## config.mk

```make
export PLATFORM = sky130hd
export DESIGN_NAME = frame_checksum_counter_monitor_core_flat
export DESIGN_NICKNAME = d
export VERILOG_FILES = /design/src/rtl/core/fcm_pkg.sv /design/src/rtl/core/fcm_interfaces.sv /design/src/rtl/core/fcm_front.sv /design/src/rtl/core/fcm_queue.sv /design/src/rtl/core/fcm_back.sv /design/src/rtl/core/frame_checksum_counter_monitor_core.sv /design/src/flat_wrapper.sv
export SDC_FILE = /design/constraint.sdc
export NUM_CORES = 1
export LEC_CHECK = 0
export BUFFER_PORTS_ARGS = -buffer_cell sky130_fd_sc_hd__buf_2
export CORE_ASPECT_RATIO = 1.1
export CORE_MARGIN = 4
export CORE_UTILIZATION = 51
export CTS_CLUSTER_SIZE = 20
export DETAILED_ROUTE_END_ITERATION = 6
export HOLD_SLACK_MARGIN = 0.06
export PLACE_DENSITY = 0.73
export REMOVE_ABC_BUFFERS = 1
export SYNTH_ARGS = -nofsm -noshare
export SYNTH_HDL_FRONTEND = slang
export SYNTH_SLANG_ARGS = --single-unit
```

## constraint.sdc

```tcl
create_clock -name clk -period 11.9 [get_ports clk]
set_clock_uncertainty 0.1 [all_clocks]
set_input_delay 0.595 -clock clk [delete_from_list [all_inputs] [get_ports clk]]
set_output_delay 0.595 -clock clk [all_outputs]
set_load 0.02 [all_outputs]
```

## src/rtl/core/fcm_pkg.sv

```systemverilog
// Shared types and constants of the frame checksum and counter monitor.
// Used by the channel interfaces and by every module of the block.
package fcm_pkg;

    localparam int FRAME_BYTE_W = 8;
    localparam int TIME_W       = 32;
    localparam int TIMEOUT_W    = 16;
    localparam int SPEED_W      = 16;
    localparam int COUNT_W      = 4;
    localparam int STATUS_W     = 2;

    localparam logic [TIMEOUT_W-1:0]    TIMEOUT_RESET = TIMEOUT_W'(100);
    localparam logic [FRAME_BYTE_W-1:0] CSUM_BASE     = 8'hFF;

    // Depth of the queue between the front and back parts.
    localparam int QUEUE_DEPTH = 2;
    localparam int QUEUE_PTR_W = $clog2(QUEUE_DEPTH);
    localparam int QUEUE_CNT_W = $clog2(QUEUE_DEPTH + 1);

    typedef enum logic {
        CMD_FRAME = 1'b0,
        CMD_TICK  = 1'b1
    } command_t;

    typedef enum logic [STATUS_W-1:0] {
        STATUS_OK   = 2'd0,
        STATUS_CSUM = 2'd1,
        STATUS_GAP  = 2'd2
    } status_t;

    typedef enum logic [1:0] {
        KIND_TICK = 2'd0,
        KIND_BAD  = 2'd1,
        KIND_GOOD = 2'd2
    } kind_t;

    // One classified word as it waits in the queue.
    typedef struct packed {
        kind_t                    kind;
        logic [TIME_W-1:0]        now_ms;
        logic [FRAME_BYTE_W-1:0]  gear_code;
        logic [SPEED_W-1:0]       speed_x10;
        logic [FRAME_BYTE_W-1:0]  throttle;
        logic [FRAME_BYTE_W-1:0]  sender_faults;
        logic [COUNT_W-1:0]       rolling_count;
    } entry_t;

    // Monitor state as seen from outside the back part.
    typedef struct packed {
        logic seen_frame;
        logic checksum_fault;
        logic timeout_fault;
    } mon_status_t;

endpackage

```

## src/rtl/core/fcm_interfaces.sv

```systemverilog
// Valid/ready channel interfaces of the frame checksum and counter monitor.
// Depends on fcm_pkg for field widths.
interface fcm_item_if import fcm_pkg::*; ();
    logic                    valid;
    logic                    ready;
    logic                    command;
    logic [TIME_W-1:0]       now_ms;
    logic [FRAME_BYTE_W-1:0] frame_byte0;
    logic [FRAME_BYTE_W-1:0] frame_byte1;
    logic [FRAME_BYTE_W-1:0] frame_byte2;
    logic [FRAME_BYTE_W-1:0] frame_byte3;
    logic [FRAME_BYTE_W-1:0] frame_byte4;
    logic [FRAME_BYTE_W-1:0] frame_byte5;
    logic [FRAME_BYTE_W-1:0] frame_byte6;
    logic [FRAME_BYTE_W-1:0] frame_byte7;

    modport source (
        output valid, command, now_ms, frame_byte0, frame_byte1, frame_byte2,
               frame_byte3, frame_byte4, frame_byte5, frame_byte6, frame_byte7,
        input  ready
    );
    modport sink (
        input  valid, command, now_ms, frame_byte0, frame_byte1, frame_byte2,
               frame_byte3, frame_byte4, frame_byte5, frame_byte6, frame_byte7,
        output ready
    );
endinterface

interface fcm_result_if import fcm_pkg::*; ();
    logic                    valid;
    logic                    ready;
    logic [STATUS_W-1:0]     status;
    logic [FRAME_BYTE_W-1:0] gear_code;
    logic [SPEED_W-1:0]      speed_x10;
    logic [FRAME_BYTE_W-1:0] throttle;
    logic [FRAME_BYTE_W-1:0] sender_faults;
    logic [COUNT_W-1:0]      rolling_count;
    logic                    checksum_fault_flag;
    logic                    timeout_fault_flag;

    modport source (
        output valid, status, gear_code, speed_x10, throttle, sender_faults,
               rolling_count, checksum_fault_flag, timeout_fault_flag,
        input  ready
    );
    modport sink (
        input  valid, status, gear_code, speed_x10, throttle, sender_faults,
               rolling_count, checksum_fault_flag, timeout_fault_flag,
        output ready
    );
endinterface

interface fcm_cfg_if import fcm_pkg::*; ();
    logic                 valid;
    logic                 ready;
    logic [TIMEOUT_W-1:0] data;

    modport source (output valid, data, input ready);
    modport sink   (input valid, data, output ready);
endinterface

```

## src/rtl/core/fcm_front.sv

```systemverilog
// Front part: takes input words, verifies the checksum and classifies them.
// Depends on fcm_pkg and the item channel interface.
module fcm_front import fcm_pkg::*; (
    fcm_item_if.sink item,
    output logic     push_valid,
    input  logic     push_ready,
    output entry_t   push_entry
);

    logic [FRAME_BYTE_W-1:0] byte_sum;
    logic                    csum_ok;

    // Eight-bit wrapping sum of bytes zero to six.
    assign byte_sum = item.frame_byte0 + item.frame_byte1 + item.frame_byte2
                    + item.frame_byte3 + item.frame_byte4 + item.frame_byte5
                    + item.frame_byte6;
    assign csum_ok  = (item.frame_byte7 == (CSUM_BASE - byte_sum));

    assign push_valid = item.valid;
    assign item.ready = push_ready;

    always_comb
    begin
        push_entry               = '0;
        push_entry.now_ms        = item.now_ms;
        if (item.command == CMD_TICK)
        begin
            push_entry.kind = KIND_TICK;
        end
        else if (!csum_ok)
        begin
            push_entry.kind = KIND_BAD;
        end
        else
        begin
            push_entry.kind          = KIND_GOOD;
            push_entry.gear_code     = item.frame_byte0;
            push_entry.speed_x10     = {item.frame_byte2, item.frame_byte1};
            push_entry.throttle      = item.frame_byte3;
            push_entry.sender_faults = item.frame_byte4;
            push_entry.rolling_count = item.frame_byte6[COUNT_W-1:0];
        end
    end

endmodule

```

## src/rtl/core/fcm_queue.sv

```systemverilog
// Short first-in first-out queue of classified words between front and back.
// Depends on fcm_pkg for the entry type and depth.
module fcm_queue import fcm_pkg::*; (
    input  logic   clk,
    input  logic   rst_n,
    input  logic   push_valid,
    output logic   push_ready,
    input  entry_t push_entry,
    output logic   pop_valid,
    input  logic   pop_ready,
    output entry_t pop_entry
);

    entry_t                 entry_reg [QUEUE_DEPTH];
    logic [QUEUE_PTR_W-1:0] wr_ptr_reg, wr_ptr_next;
    logic [QUEUE_PTR_W-1:0] rd_ptr_reg, rd_ptr_next;
    logic [QUEUE_CNT_W-1:0] count_reg, count_next;
    logic                   do_push;
    logic                   do_pop;

    assign push_ready = (count_reg != QUEUE_CNT_W'(QUEUE_DEPTH));
    assign pop_valid  = (count_reg != '0);
    assign pop_entry  = entry_reg[rd_ptr_reg];
    assign do_push    = push_valid && push_ready;
    assign do_pop     = pop_valid && pop_ready;

    always_comb
    begin
        wr_ptr_next = wr_ptr_reg;
        rd_ptr_next = rd_ptr_reg;
        count_next  = count_reg;
        if (do_push)
        begin
            wr_ptr_next = (wr_ptr_reg == QUEUE_PTR_W'(QUEUE_DEPTH - 1)) ? '0
                        : wr_ptr_reg + 1'b1;
        end
        if (do_pop)
        begin
            rd_ptr_next = (rd_ptr_reg == QUEUE_PTR_W'(QUEUE_DEPTH - 1)) ? '0
                        : rd_ptr_reg + 1'b1;
        end
        if (do_push && !do_pop)
        begin
            count_next = count_reg + 1'b1;
        end
        else if (do_pop && !do_push)
        begin
            count_next = count_reg - 1'b1;
        end
    end

    always_ff @(posedge clk or negedge rst_n)
    begin
        if (!rst_n)
        begin
            wr_ptr_reg <= '0;
            rd_ptr_reg <= '0;
            count_reg  <= '0;
        end
        else
        begin
            wr_ptr_reg <= wr_ptr_next;
            rd_ptr_reg <= rd_ptr_next;
            count_reg  <= count_next;
        end
    end

    always_ff @(posedge clk)
    begin
        if (do_push)
        begin
            entry_reg[wr_ptr_reg] <= push_entry;
        end
    end

endmodule

```

## src/rtl/core/fcm_back.sv

```systemverilog
// Back part: applies classified words to the monitor state and registers results.
// Depends on fcm_pkg and the result and configuration channel interfaces.
module fcm_back import fcm_pkg::*; (
    input  logic         clk,
    input  logic         rst_n,
    input  logic         pop_valid,
    output logic         pop_ready,
    input  entry_t       pop_entry,
    fcm_result_if.source result,
    fcm_cfg_if.sink      cfg,
    output mon_status_t  mon_status
);

    logic [TIMEOUT_W-1:0] timeout_reg, timeout_next;
    logic [COUNT_W-1:0]   last_count_reg, last_count_next;
    logic                 seen_reg, seen_next;
    logic [TIME_W-1:0]    last_time_reg, last_time_next;
    logic                 csum_fault_reg, csum_fault_next;
    logic                 tout_fault_reg, tout_fault_next;
    logic                 out_valid_reg, out_valid_next;
    status_t              status_reg, status_next;
    entry_t               data_reg;
    logic                 csum_flag_reg;
    logic                 tout_flag_reg;
    logic [TIME_W-1:0]    elapsed;
    logic                 do_pop;

    assign pop_ready = !out_valid_reg || result.ready;
    assign do_pop    = pop_valid && pop_ready;
    assign cfg.ready = 1'b1;
    assign elapsed   = pop_entry.now_ms - last_time_reg;

    always_comb
    begin
        timeout_next    = timeout_reg;
        last_count_next = last_count_reg;
        seen_next       = seen_reg;
        last_time_next  = last_time_reg;
        csum_fault_next = csum_fault_reg;
        tout_fault_next = tout_fault_reg;
        status_next     = STATUS_OK;
        out_valid_next  = out_valid_reg && !result.ready;
        if (cfg.valid)
        begin
            timeout_next = cfg.data;
        end
        if (do_pop)
        begin
            out_valid_next = 1'b1;
            case (pop_entry.kind)
                KIND_TICK:
                begin
                    if (seen_reg && (elapsed >= TIME_W'(timeout_reg)))
                    begin
                        tout_fault_next = 1'b1;
                    end
                end
                KIND_BAD:
                begin
                    csum_fault_next = 1'b1;
                    status_next     = STATUS_CSUM;
                end
                KIND_GOOD:
                begin
                    last_time_next  = pop_entry.now_ms;
                    tout_fault_next = 1'b0;
                    if (seen_reg && (pop_entry.rolling_count != last_count_reg + 1'b1))
                    begin
                        status_next = STATUS_GAP;
                    end
                    last_count_next = pop_entry.rolling_count;
                    seen_next       = 1'b1;
                end
                default:
                begin
                    status_next = STATUS_OK;
                end
            endcase
        end
    end

    always_ff @(posedge clk or negedge rst_n)
    begin
        if (!rst_n)
        begin
            timeout_reg    <= TIMEOUT_RESET;
            last_count_reg <= '0;
            seen_reg       <= 1'b0;
            last_time_reg  <= '0;
            csum_fault_reg <= 1'b0;
            tout_fault_reg <= 1'b0;
            out_valid_reg  <= 1'b0;
        end
        else
        begin
            timeout_reg    <= timeout_next;
            last_count_reg <= last_count_next;
            seen_reg       <= seen_next;
            last_time_reg  <= last_time_next;
            csum_fault_reg <= csum_fault_next;
            tout_fault_reg <= tout_fault_next;
            out_valid_reg  <= out_valid_next;
        end
    end

    always_ff @(posedge clk)
    begin
        if (do_pop)
        begin
            status_reg    <= status_next;
            data_reg      <= pop_entry;
            csum_flag_reg <= csum_fault_next;
            tout_flag_reg <= tout_fault_next;
        end
    end

    assign result.valid               = out_valid_reg;
    assign result.status              = status_reg;
    assign result.gear_code           = data_reg.gear_code;
    assign result.speed_x10           = data_reg.speed_x10;
    assign result.throttle            = data_reg.throttle;
    assign result.sender_faults       = data_reg.sender_faults;
    assign result.rolling_count       = data_reg.rolling_count;
    assign result.checksum_fault_flag = csum_flag_reg;
    assign result.timeout_fault_flag  = tout_flag_reg;

    assign mon_status.seen_frame     = seen_reg;
    assign mon_status.checksum_fault = csum_fault_reg;
    assign mon_status.timeout_fault  = tout_fault_reg;

endmodule

```

## src/rtl/core/frame_checksum_counter_monitor_core.sv

```systemverilog
// Top level of the frame checksum and rolling-counter monitor.
// Depends on fcm_pkg, the channel interfaces, fcm_front, fcm_queue and fcm_back.

// The monitor takes one word per clock cycle on the item channel while its
// queue has room, either an eight-byte status frame or a time tick, and returns
// exactly one result word for each, in order. A frame whose byte seven is not
// 0xFF minus the eight-bit sum of bytes zero to six sets the sticky checksum
// fault and is otherwise ignored; a good frame is unpacked, its time is
// recorded, the timeout fault is cleared and its rolling counter is checked
// against the previous one plus one, modulo sixteen. A tick sets the timeout
// fault once the time since the last good frame, modulo two to the thirty-two,
// reaches the timeout register. Throughput is one word per cycle while the
// queue has room: the front checks and classifies a word in the cycle it is
// accepted and writes it to a two-entry queue, and the back then applies it to
// the state and loads the output register, so a result is registered first in
// the queue and then in the output register. The item channel stalls only when
// the queue is full because results are not being taken. The timeout register
// resets to 100 ms and is written through the configuration channel, which is
// always ready and should be used only while no word is in flight.
module frame_checksum_counter_monitor_core import fcm_pkg::*; (
    input  logic         clk,
    input  logic         rst_n,
    fcm_item_if.sink     item,
    fcm_result_if.source result,
    fcm_cfg_if.sink      cfg
);

    logic        push_valid;
    logic        push_ready;
    entry_t      push_entry;
    logic        pop_valid;
    logic        pop_ready;
    entry_t      pop_entry;
    mon_status_t mon_status;

    // Classification of each accepted word happens here, in the accept cycle.
    fcm_front u_front (
        .item       (item),
        .push_valid (push_valid),
        .push_ready (push_ready),
        .push_entry (push_entry)
    );

    // The queue lets the front keep accepting while a result waits downstream.
    fcm_queue u_queue (
        .clk        (clk),
        .rst_n      (rst_n),
        .push_valid (push_valid),
        .push_ready (push_ready),
        .push_entry (push_entry),
        .pop_valid  (pop_valid),
        .pop_ready  (pop_ready),
        .pop_entry  (pop_entry)
    );

    // The back part holds all monitor state and the output register.
    fcm_back u_back (
        .clk        (clk),
        .rst_n      (rst_n),
        .pop_valid  (pop_valid),
        .pop_ready  (pop_ready),
        .pop_entry  (pop_entry),
        .result     (result),
        .cfg        (cfg),
        .mon_status (mon_status)
    );

    // The checksum fault, once set, is only cleared by reset.
    assert property (@(posedge clk) disable iff (!rst_n)
        $past(mon_status.checksum_fault) |-> mon_status.checksum_fault)
        else $error("checksum fault cleared without reset");

    // A timeout can only have been raised after a good frame was seen.
    assert property (@(posedge clk) disable iff (!rst_n)
        mon_status.timeout_fault |-> mon_status.seen_frame)
        else $error("timeout fault set before any good frame");

    // A presented checksum error result always carries the sticky flag.
    assert property (@(posedge clk) disable iff (!rst_n)
        (result.valid && (result.status == STATUS_CSUM)) |-> result.checksum_fault_flag)
        else $error("checksum error result without checksum fault flag");

    // A counter gap result implies a good frame has been seen, and no timeout.
    assert property (@(posedge clk) disable iff (!rst_n)
        (result.valid && (result.status == STATUS_GAP))
        |-> (mon_status.seen_frame && !result.timeout_fault_flag))
        else $error("counter gap reported in an impossible state");

endmodule

```

## src/flat_wrapper.sv

```systemverilog
// flat-port wrapper written by rule: the top's interface ports become plain ports
module frame_checksum_counter_monitor_core_flat import fcm_pkg::*;
  (clk, rst_n, item_valid, item_command, item_now_ms, item_frame_byte0, item_frame_byte1, item_frame_byte2, item_frame_byte3, item_frame_byte4, item_frame_byte5, item_frame_byte6, item_frame_byte7, item_ready, result_valid, result_status, result_gear_code, result_speed_x10, result_throttle, result_sender_faults, result_rolling_count, result_checksum_fault_flag, result_timeout_fault_flag, result_ready, cfg_valid, cfg_data, cfg_ready);
  fcm_item_if item_i ();
  fcm_result_if result_i ();
  fcm_cfg_if cfg_i ();
  input  logic clk;
  input  logic rst_n;
  input wire logic [$bits(item_i.valid)-1:0] item_valid;
  input wire logic [$bits(item_i.command)-1:0] item_command;
  input wire logic [$bits(item_i.now_ms)-1:0] item_now_ms;
  input wire logic [$bits(item_i.frame_byte0)-1:0] item_frame_byte0;
  input wire logic [$bits(item_i.frame_byte1)-1:0] item_frame_byte1;
  input wire logic [$bits(item_i.frame_byte2)-1:0] item_frame_byte2;
  input wire logic [$bits(item_i.frame_byte3)-1:0] item_frame_byte3;
  input wire logic [$bits(item_i.frame_byte4)-1:0] item_frame_byte4;
  input wire logic [$bits(item_i.frame_byte5)-1:0] item_frame_byte5;
  input wire logic [$bits(item_i.frame_byte6)-1:0] item_frame_byte6;
  input wire logic [$bits(item_i.frame_byte7)-1:0] item_frame_byte7;
  output wire logic [$bits(item_i.ready)-1:0] item_ready;
  output wire logic [$bits(result_i.valid)-1:0] result_valid;
  output wire logic [$bits(result_i.status)-1:0] result_status;
  output wire logic [$bits(result_i.gear_code)-1:0] result_gear_code;
  output wire logic [$bits(result_i.speed_x10)-1:0] result_speed_x10;
  output wire logic [$bits(result_i.throttle)-1:0] result_throttle;
  output wire logic [$bits(result_i.sender_faults)-1:0] result_sender_faults;
  output wire logic [$bits(result_i.rolling_count)-1:0] result_rolling_count;
  output wire logic [$bits(result_i.checksum_fault_flag)-1:0] result_checksum_fault_flag;
  output wire logic [$bits(result_i.timeout_fault_flag)-1:0] result_timeout_fault_flag;
  input wire logic [$bits(result_i.ready)-1:0] result_ready;
  input wire logic [$bits(cfg_i.valid)-1:0] cfg_valid;
  input wire logic [$bits(cfg_i.data)-1:0] cfg_data;
  output wire logic [$bits(cfg_i.ready)-1:0] cfg_ready;
  assign item_i.valid = item_valid;
  assign item_i.command = item_command;
  assign item_i.now_ms = item_now_ms;
  assign item_i.frame_byte0 = item_frame_byte0;
  assign item_i.frame_byte1 = item_frame_byte1;
  assign item_i.frame_byte2 = item_frame_byte2;
  assign item_i.frame_byte3 = item_frame_byte3;
  assign item_i.frame_byte4 = item_frame_byte4;
  assign item_i.frame_byte5 = item_frame_byte5;
  assign item_i.frame_byte6 = item_frame_byte6;
  assign item_i.frame_byte7 = item_frame_byte7;
  assign item_ready = item_i.ready;
  assign result_valid = result_i.valid;
  assign result_status = result_i.status;
  assign result_gear_code = result_i.gear_code;
  assign result_speed_x10 = result_i.speed_x10;
  assign result_throttle = result_i.throttle;
  assign result_sender_faults = result_i.sender_faults;
  assign result_rolling_count = result_i.rolling_count;
  assign result_checksum_fault_flag = result_i.checksum_fault_flag;
  assign result_timeout_fault_flag = result_i.timeout_fault_flag;
  assign result_i.ready = result_ready;
  assign cfg_i.valid = cfg_valid;
  assign cfg_i.data = cfg_data;
  assign cfg_ready = cfg_i.ready;
  frame_checksum_counter_monitor_core u_core (.clk(clk), .rst_n(rst_n), .item(item_i), .result(result_i), .cfg(cfg_i));
endmodule
```

* After elaboration in Yosys (flattened, before gate mapping)
Memory sizes are Yosys's and may differ from the RTL's. Cells that the tools add are included.
Word-level totals: register bits after elaboration 108, bits in latches 0, RAM bits 156, memory bits (read-only) 0, input port bits 118, output and inout port bits 51, word-level logic and storage cells 72, memories 1
Memories:
- u_core.u_queue.entry_reg | depth 2, width 78, rd ports 1, clocked after Yosys merged registers in 0, wr ports 1, RTL line fcm_queue.sv:14 | entry_t entry_reg [QUEUE_DEPTH];
Operators by class: add/subtract/negate cells 13, multiply operators 0, divide/modulo/power cells 0, magnitude comparators 1, equality and inequality tests 5, shift-type cells 0, multiplexer cells 18, bitwise operators 0, reductions and logical operators 16
Operators with widths (count):
- 2-to-1 mux 44 bit | 2
- adder 8 bit | 6
- greater-or-equal comparator 32 x 16 -> 1 bit | 1
- subtractor 32 bit | 1
- 2-to-1 mux 2 bit | 5
- 2-to-1 mux 1 bit | 9
- equality test 8 bit | 1
- subtractor 8 bit, first input constant | 1
- logical AND 1 bit | 7
- adder 4 x 1 -> 4 bit, second input constant | 1
- zero test 1 bit | 4
- != test 4 bit | 1
- case mux 2 bit (2 select lines) | 1
- nonzero test 2 bit | 2
- adder 1 bit, second input constant | 2
- adder 2 x 1 -> 2 bit, second input constant | 1
- equality test 2 x 1 -> 1 bit, second input constant | 1
- equality test 2 bit, second input constant | 1
- zero test 2 bit | 1
- != test 2 bit, second input constant | 1
- case mux 1 bit (2 select lines) | 1
- AND reduction 2 bit | 1
- subtractor 2 x 1 -> 2 bit, second input constant | 1
- logical OR 1 bit | 1

* Longest topological paths before layout
depth after elaboration 10, depth in mapped cells 23, mapped depth without buffers 20

* Cells and area by module
A second synthesis with hierarchy kept.
Second synthesis, totals: cells, all modules 1080, area, all modules 14109.8 sq um
Modules (own cells, without submodules):
- fcm_back | times used 1, cells an instance 547, area an instance 5915.7 sq um, seq. area each 2846.5 sq um
- fcm_queue | times used 1, cells an instance 261, area an instance 5858.1 sq um, seq. area each 4784.6 sq um
- fcm_front | times used 1, cells an instance 272, area an instance 2336.0 sq um, seq. area each 0.0 sq um

* Worst setup path before layout
OpenSTA, ideal clock, no wires.
path type reg-to-reg, start reg u_core.u_queue.rd_ptr_reg, end reg u_core.u_back.tout_flag_reg (netlist: u_core.u_back.result.timeout_fault_flag) (data pin), library setup time 0.267 ns, arrival time 4.643 ns, required time 11.533 ns, path slack 6.890 ns, cell stages (with the launch flop) 23, path buffers 3, clock period less this slack 5.010 ns, path through dfrtp_1 > clkbuf_1 > buf_1 > buf_1 > mux2i_1 > inv_1 > ha_1 > nor2b_1 > o2111ai_1 > a311o_1 > nand2_1 > a21o_1 > a21oi_1 > xnor2_1 > ha_1 > a21o_1 > a21o_1 > a21oi_1 > nand4_1 > a221oi_1 > o2111ai_1 > a2111oi_2 > nor2_1
RTL lines:
- from (decl) | RTL line fcm_queue.sv:16 | logic [QUEUE_PTR_W-1:0] rd_ptr_reg, rd_ptr_next;
- from (signal assigned) | RTL line fcm_queue.sv:63 | rd_ptr_reg <= rd_ptr_next;
- to (signal assigned) | RTL line fcm_back.sv:113 | tout_flag_reg <= tout_fault_next;
- to (decl) | RTL line fcm_back.sv:24 | logic tout_flag_reg;

==> results.toml <==
[routing]
routed_via_density = 5.268
wl_met2_mm = 13.94
wl_met1_mm = 11.18
wl_per_cell_um = 17.18
drc_errors = 0
finalWirelength_mm = 27.35
highest_layer = "met4"
final_antenna_net_count = 0
drt_iter0_markers = 489
dr_total_vias = 8387
wl_met3_mm = 1.772
drtPass1Iterations = 4

[clock_network]
insertion_delay_ns = 0.53
hold_buffers = 0
cts_inserted_buffers = 28
cts_tree = "yes"
cts_htree_levels = 1
post_cts_buffers = 0
cts_max_path_buffers = 3
cts.clk_slew.worst_paths_ns = 0.06
cts-root-buf = "clkbuf_16"
clock_sinks = 264
cts.repair.resized = 0

[worst_setup_path]
crit_path_end_kind = "flop"
path_max_fanout = 22
cp_top_family = "compound AO/OA/AOI/OAI gates"
required_ns = 12.06
crit_buf_inv = 1
worst_ep_arrival_time_ns = 5.34
crit_slowest_cell = "dfrtp_4"
cp_common_cell = "a21o_1"
crit_chain = "mux2i_1 > inv_1 > ha_1 > nor2b_1 > o2111ai_1 > a311o_1 > nand2_1 > a21o_1 > a21oi_1 > xnor2_1 > ha_1 > a21o_1 > a21o_1 > a21oi_1 > nand4_1 > a221oi_1 > o2111ai_1 > a2111oi_2 > nor2_1"
critPathKind = "reg2reg"
cpPeakStageDelay_ns = 0.64
cp-start-kind = "flop"

[die]
io_pins = 169
core-area_mm2 = 0.02614
dieArea_mm2 = 0.02917
rows = 62
fp.dieH_um = 178.7
start_util = 0.5169
die_w_um = 163.2

[power]
p_leak_nw = 6.626
irDropWorstVdd_v = 0.0003486
clkPwrFrac = 0.181
switchingPower_mw = 1.901
switching_share = 0.4027
powerDensity_mw_per_mm2 = 301.5
intPower_mw = 2.819
fin_total_pwr_mw = 4.720
power_frac_comb = 0.512
p_seq_frac = 0.307

[sta]
hold_violations = 0
max_freq_mhz = 193.2
period_share = 0.4350
setup_viol = 0
setup_tns_ns = 0
rsz0062_at_grt = "false"
maxSlewViolCount = 0
worstMarginPinSlew_ns = 1.058
min_period_ns = 5.176
slew_headroom = 0.2927

[logic_synthesis]
syn-cell-area_mm2 = 0.01351
synthArstFlopShare = 0.2273
ys_types = 63
seq_area_frac_synth = 0.5647
syn_inst = 1049
yosysWarnings = 0
synth_enable_flop_cells = 204
syn_area_per_cell_um2 = 12.88
ys_ff_latch = 264
synth_flop_cell = "edfxtp_1"

[finish]
num_antenna_cells = 0
largest_register_ffs = 156
fin_area_mm2 = 0.01566
fin_nets = 1436
fillCellCount = 2066
layout-drive-gt1-share = 0.2774
area_growth_pct = 15.88

[placement]
dp.final_hpwl_mm = 19.39
port_buffers = 167
place_congestion = 0.8507
dpl-instance-area_mm2 = 0.01475

[status]
outcome = "complete, no violations"

[global_routing]
grt_pass1_wl_mm = 43.92
grt.overflow.total = 0
grt_use_total = 0.1886
grt_pass1_vias = 8886
antenna_found_initial = 0
grt_max_degree = 63

[run]
cap_violations = 0

[min_path]
hold_class = "in2async"
==> metal layers <==
layer / up-vias / global-route usage
li1: 4078 / -
met1: 4050 / 0.2289
met2: 223 / 0.3455
met3: 36 / 0.04185
met4: 0 / 0.04124
met5: - / 0
==> layout by cell type (no fill, tap or decap), types with 11 or more instances in the layout <==
master,n
ha_1,66
mux2_2,108
clkbuf_16,29
dfrtp_1,56
nand4_1,11
buf_2,167
and2_1,16
a21o_1,17
nor2_1,34
fa_1,33
xor2_1,20
nand2_1,49
o21ai_0,34
nor4_1,34
edfxtp_1,204
xnor2_1,34
inv_1,143
a21oi_1,44
==> logic make-up after synthesis <==
family	after synthesis	synth area share
AND/OR/NAND/NOR	180	0.06695
adder cells (fa/ha/maj)	99	0.1100
flip-flops	264	0.5647
buffers and inverters	178	0.05037
XOR/XNOR	55	0.03565
AO/OA/AOI/OAI	156	0.07611
other	1	0.0002775
multiplexers	116	0.09593
==> worst reg2reg max path, cell delays in order, from the launching register on <==
cell and delay, ns:
dfrtp_4 0.64, mux2i_1 0.36, inv_1 0.11, ha_1 0.27, nor2b_1 0.14, o2111ai_1 0.25, a311o_1 0.37, nand2_1 0.19
a21o_1 0.21, a21oi_1 0.16, xnor2_1 0.17, ha_1 0.29, a21o_1 0.18, a21o_1 0.17, a21oi_1 0.13, nand4_1 0.09
a221oi_1 0.28, o2111ai_1 0.19, a2111oi_2 0.49, nor2_1 0.11
==> layout make-up <==
class	count	area, um^2	share of cell area
clock buffers	42	814.5	0.05202
clock inverters	9	98.84	0.006312
inverters	143	536.8	0.03428
multi-input cells	607	5238	0.3345
flip-flops and latches	264	7635	0.4876
well taps	352	440.4	0.02813
repair buffers	175	895.9	0.05721
==> cell usage after synthesis, types with 3 or more instances <==
cell	instances	area, um^2
a21o_1	17	127.6
a21oi_1	45	225.2
a21oi_2	3	26.28
a31oi_1	3	18.77
and2_1	16	100.1
and3_1	6	37.54
buf_1	3	11.26
buf_2	3	15.01
clkbuf_1	26	97.59
dfrtp_1	57	1426
dfstp_2	3	78.83
edfxtp_1	204	6126
fa_1	33	660.6
ha_1	66	825.8
inv_1	143	536.8
mux2_2	108	1216
mux2i_1	8	80.08
nand2_1	49	183.9
nand2b_1	4	25.02
nand3_1	9	45.04
nand4_1	11	68.82
nor2_1	35	131.4
nor2b_1	4	25.02
nor3_1	4	20.02
nor4_1	34	212.7
o2111ai_1	6	52.55
o211ai_1	6	45.04
o21a_1	5	37.54
o21ai_0	34	170.2
o21bai_1	6	45.04
o31ai_1	4	30.03
or3_1	3	18.77
xnor2_1	35	306.5
xor2_1	20	175.2
==> path summary, 6_finish.rpt <==
| kind | endpoint | cells past startpoint | slack, ns | start |
|---|---|---|---|---|
| max | u_core.u_back.result.timeout_fault_flag$_DFFE_PP_ | 19 | 6.72 | u_core.u_queue.rd_ptr_reg$_DFFE_PN0P_ |
| min | u_core.u_back.timeout_reg[0]$_DFFE_PN0P_ | 2 | 0.15 | rst_n |
| max reg2reg | u_core.u_back.result.timeout_fault_flag$_DFFE_PP_ | 19 | 6.72 | u_core.u_queue.rd_ptr_reg$_DFFE_PN0P_ |
| min reg2reg | u_core.u_back.csum_fault_reg$_DFF_PN0_ | 1 | 0.35 | u_core.u_back.csum_fault_reg$_DFF_PN0_ |
| max in group asynchronous | u_core.u_queue.rd_ptr_reg$_DFFE_PN0P_ | 2 | 10.93 | rst_n |
| min in group clk | u_core.u_queue.entry_reg[1][51]$_DFFE_PP_ | 1 | 0.15 | item_now_ms[7] |
==> metrics by stage <==
| stage | hold WS [ns] | std cells | setup slack [ns] | utilization |
|---|---|---|---|---|
| after detailed placement | 0.3392 | 1541 | 6.257 | 0.5640 |
| after global placement | 0.3365 | 1541 | 6.426 | 0.5640 |
| after floorplan | 0.1994 | 1014 | 5.834 | - |
| after CTS | 0.1150 | 1592 | 6.671 | 0.5990 |
| final | 0.1461 | 1592 | 6.724 | 0.5990 |
| after global routing | 0.1156 | 1592 | 6.307 | 0.5990 |
==> power groups by stage <==
stage / sequential [mW] / combinational (mW) / clock (mW)
floorplan: 1.57 / 1.68 / 0
global placement: 1.46 / 2.37 / 0
detailed placement: 1.47 / 2.42 / 0
CTS: 1.45 / 2.44 / 0.876
global route: 1.48 / 2.72 / 0.916
finish: 1.45 / 2.42 / 0.854
(Power assumes the default switching activity.)
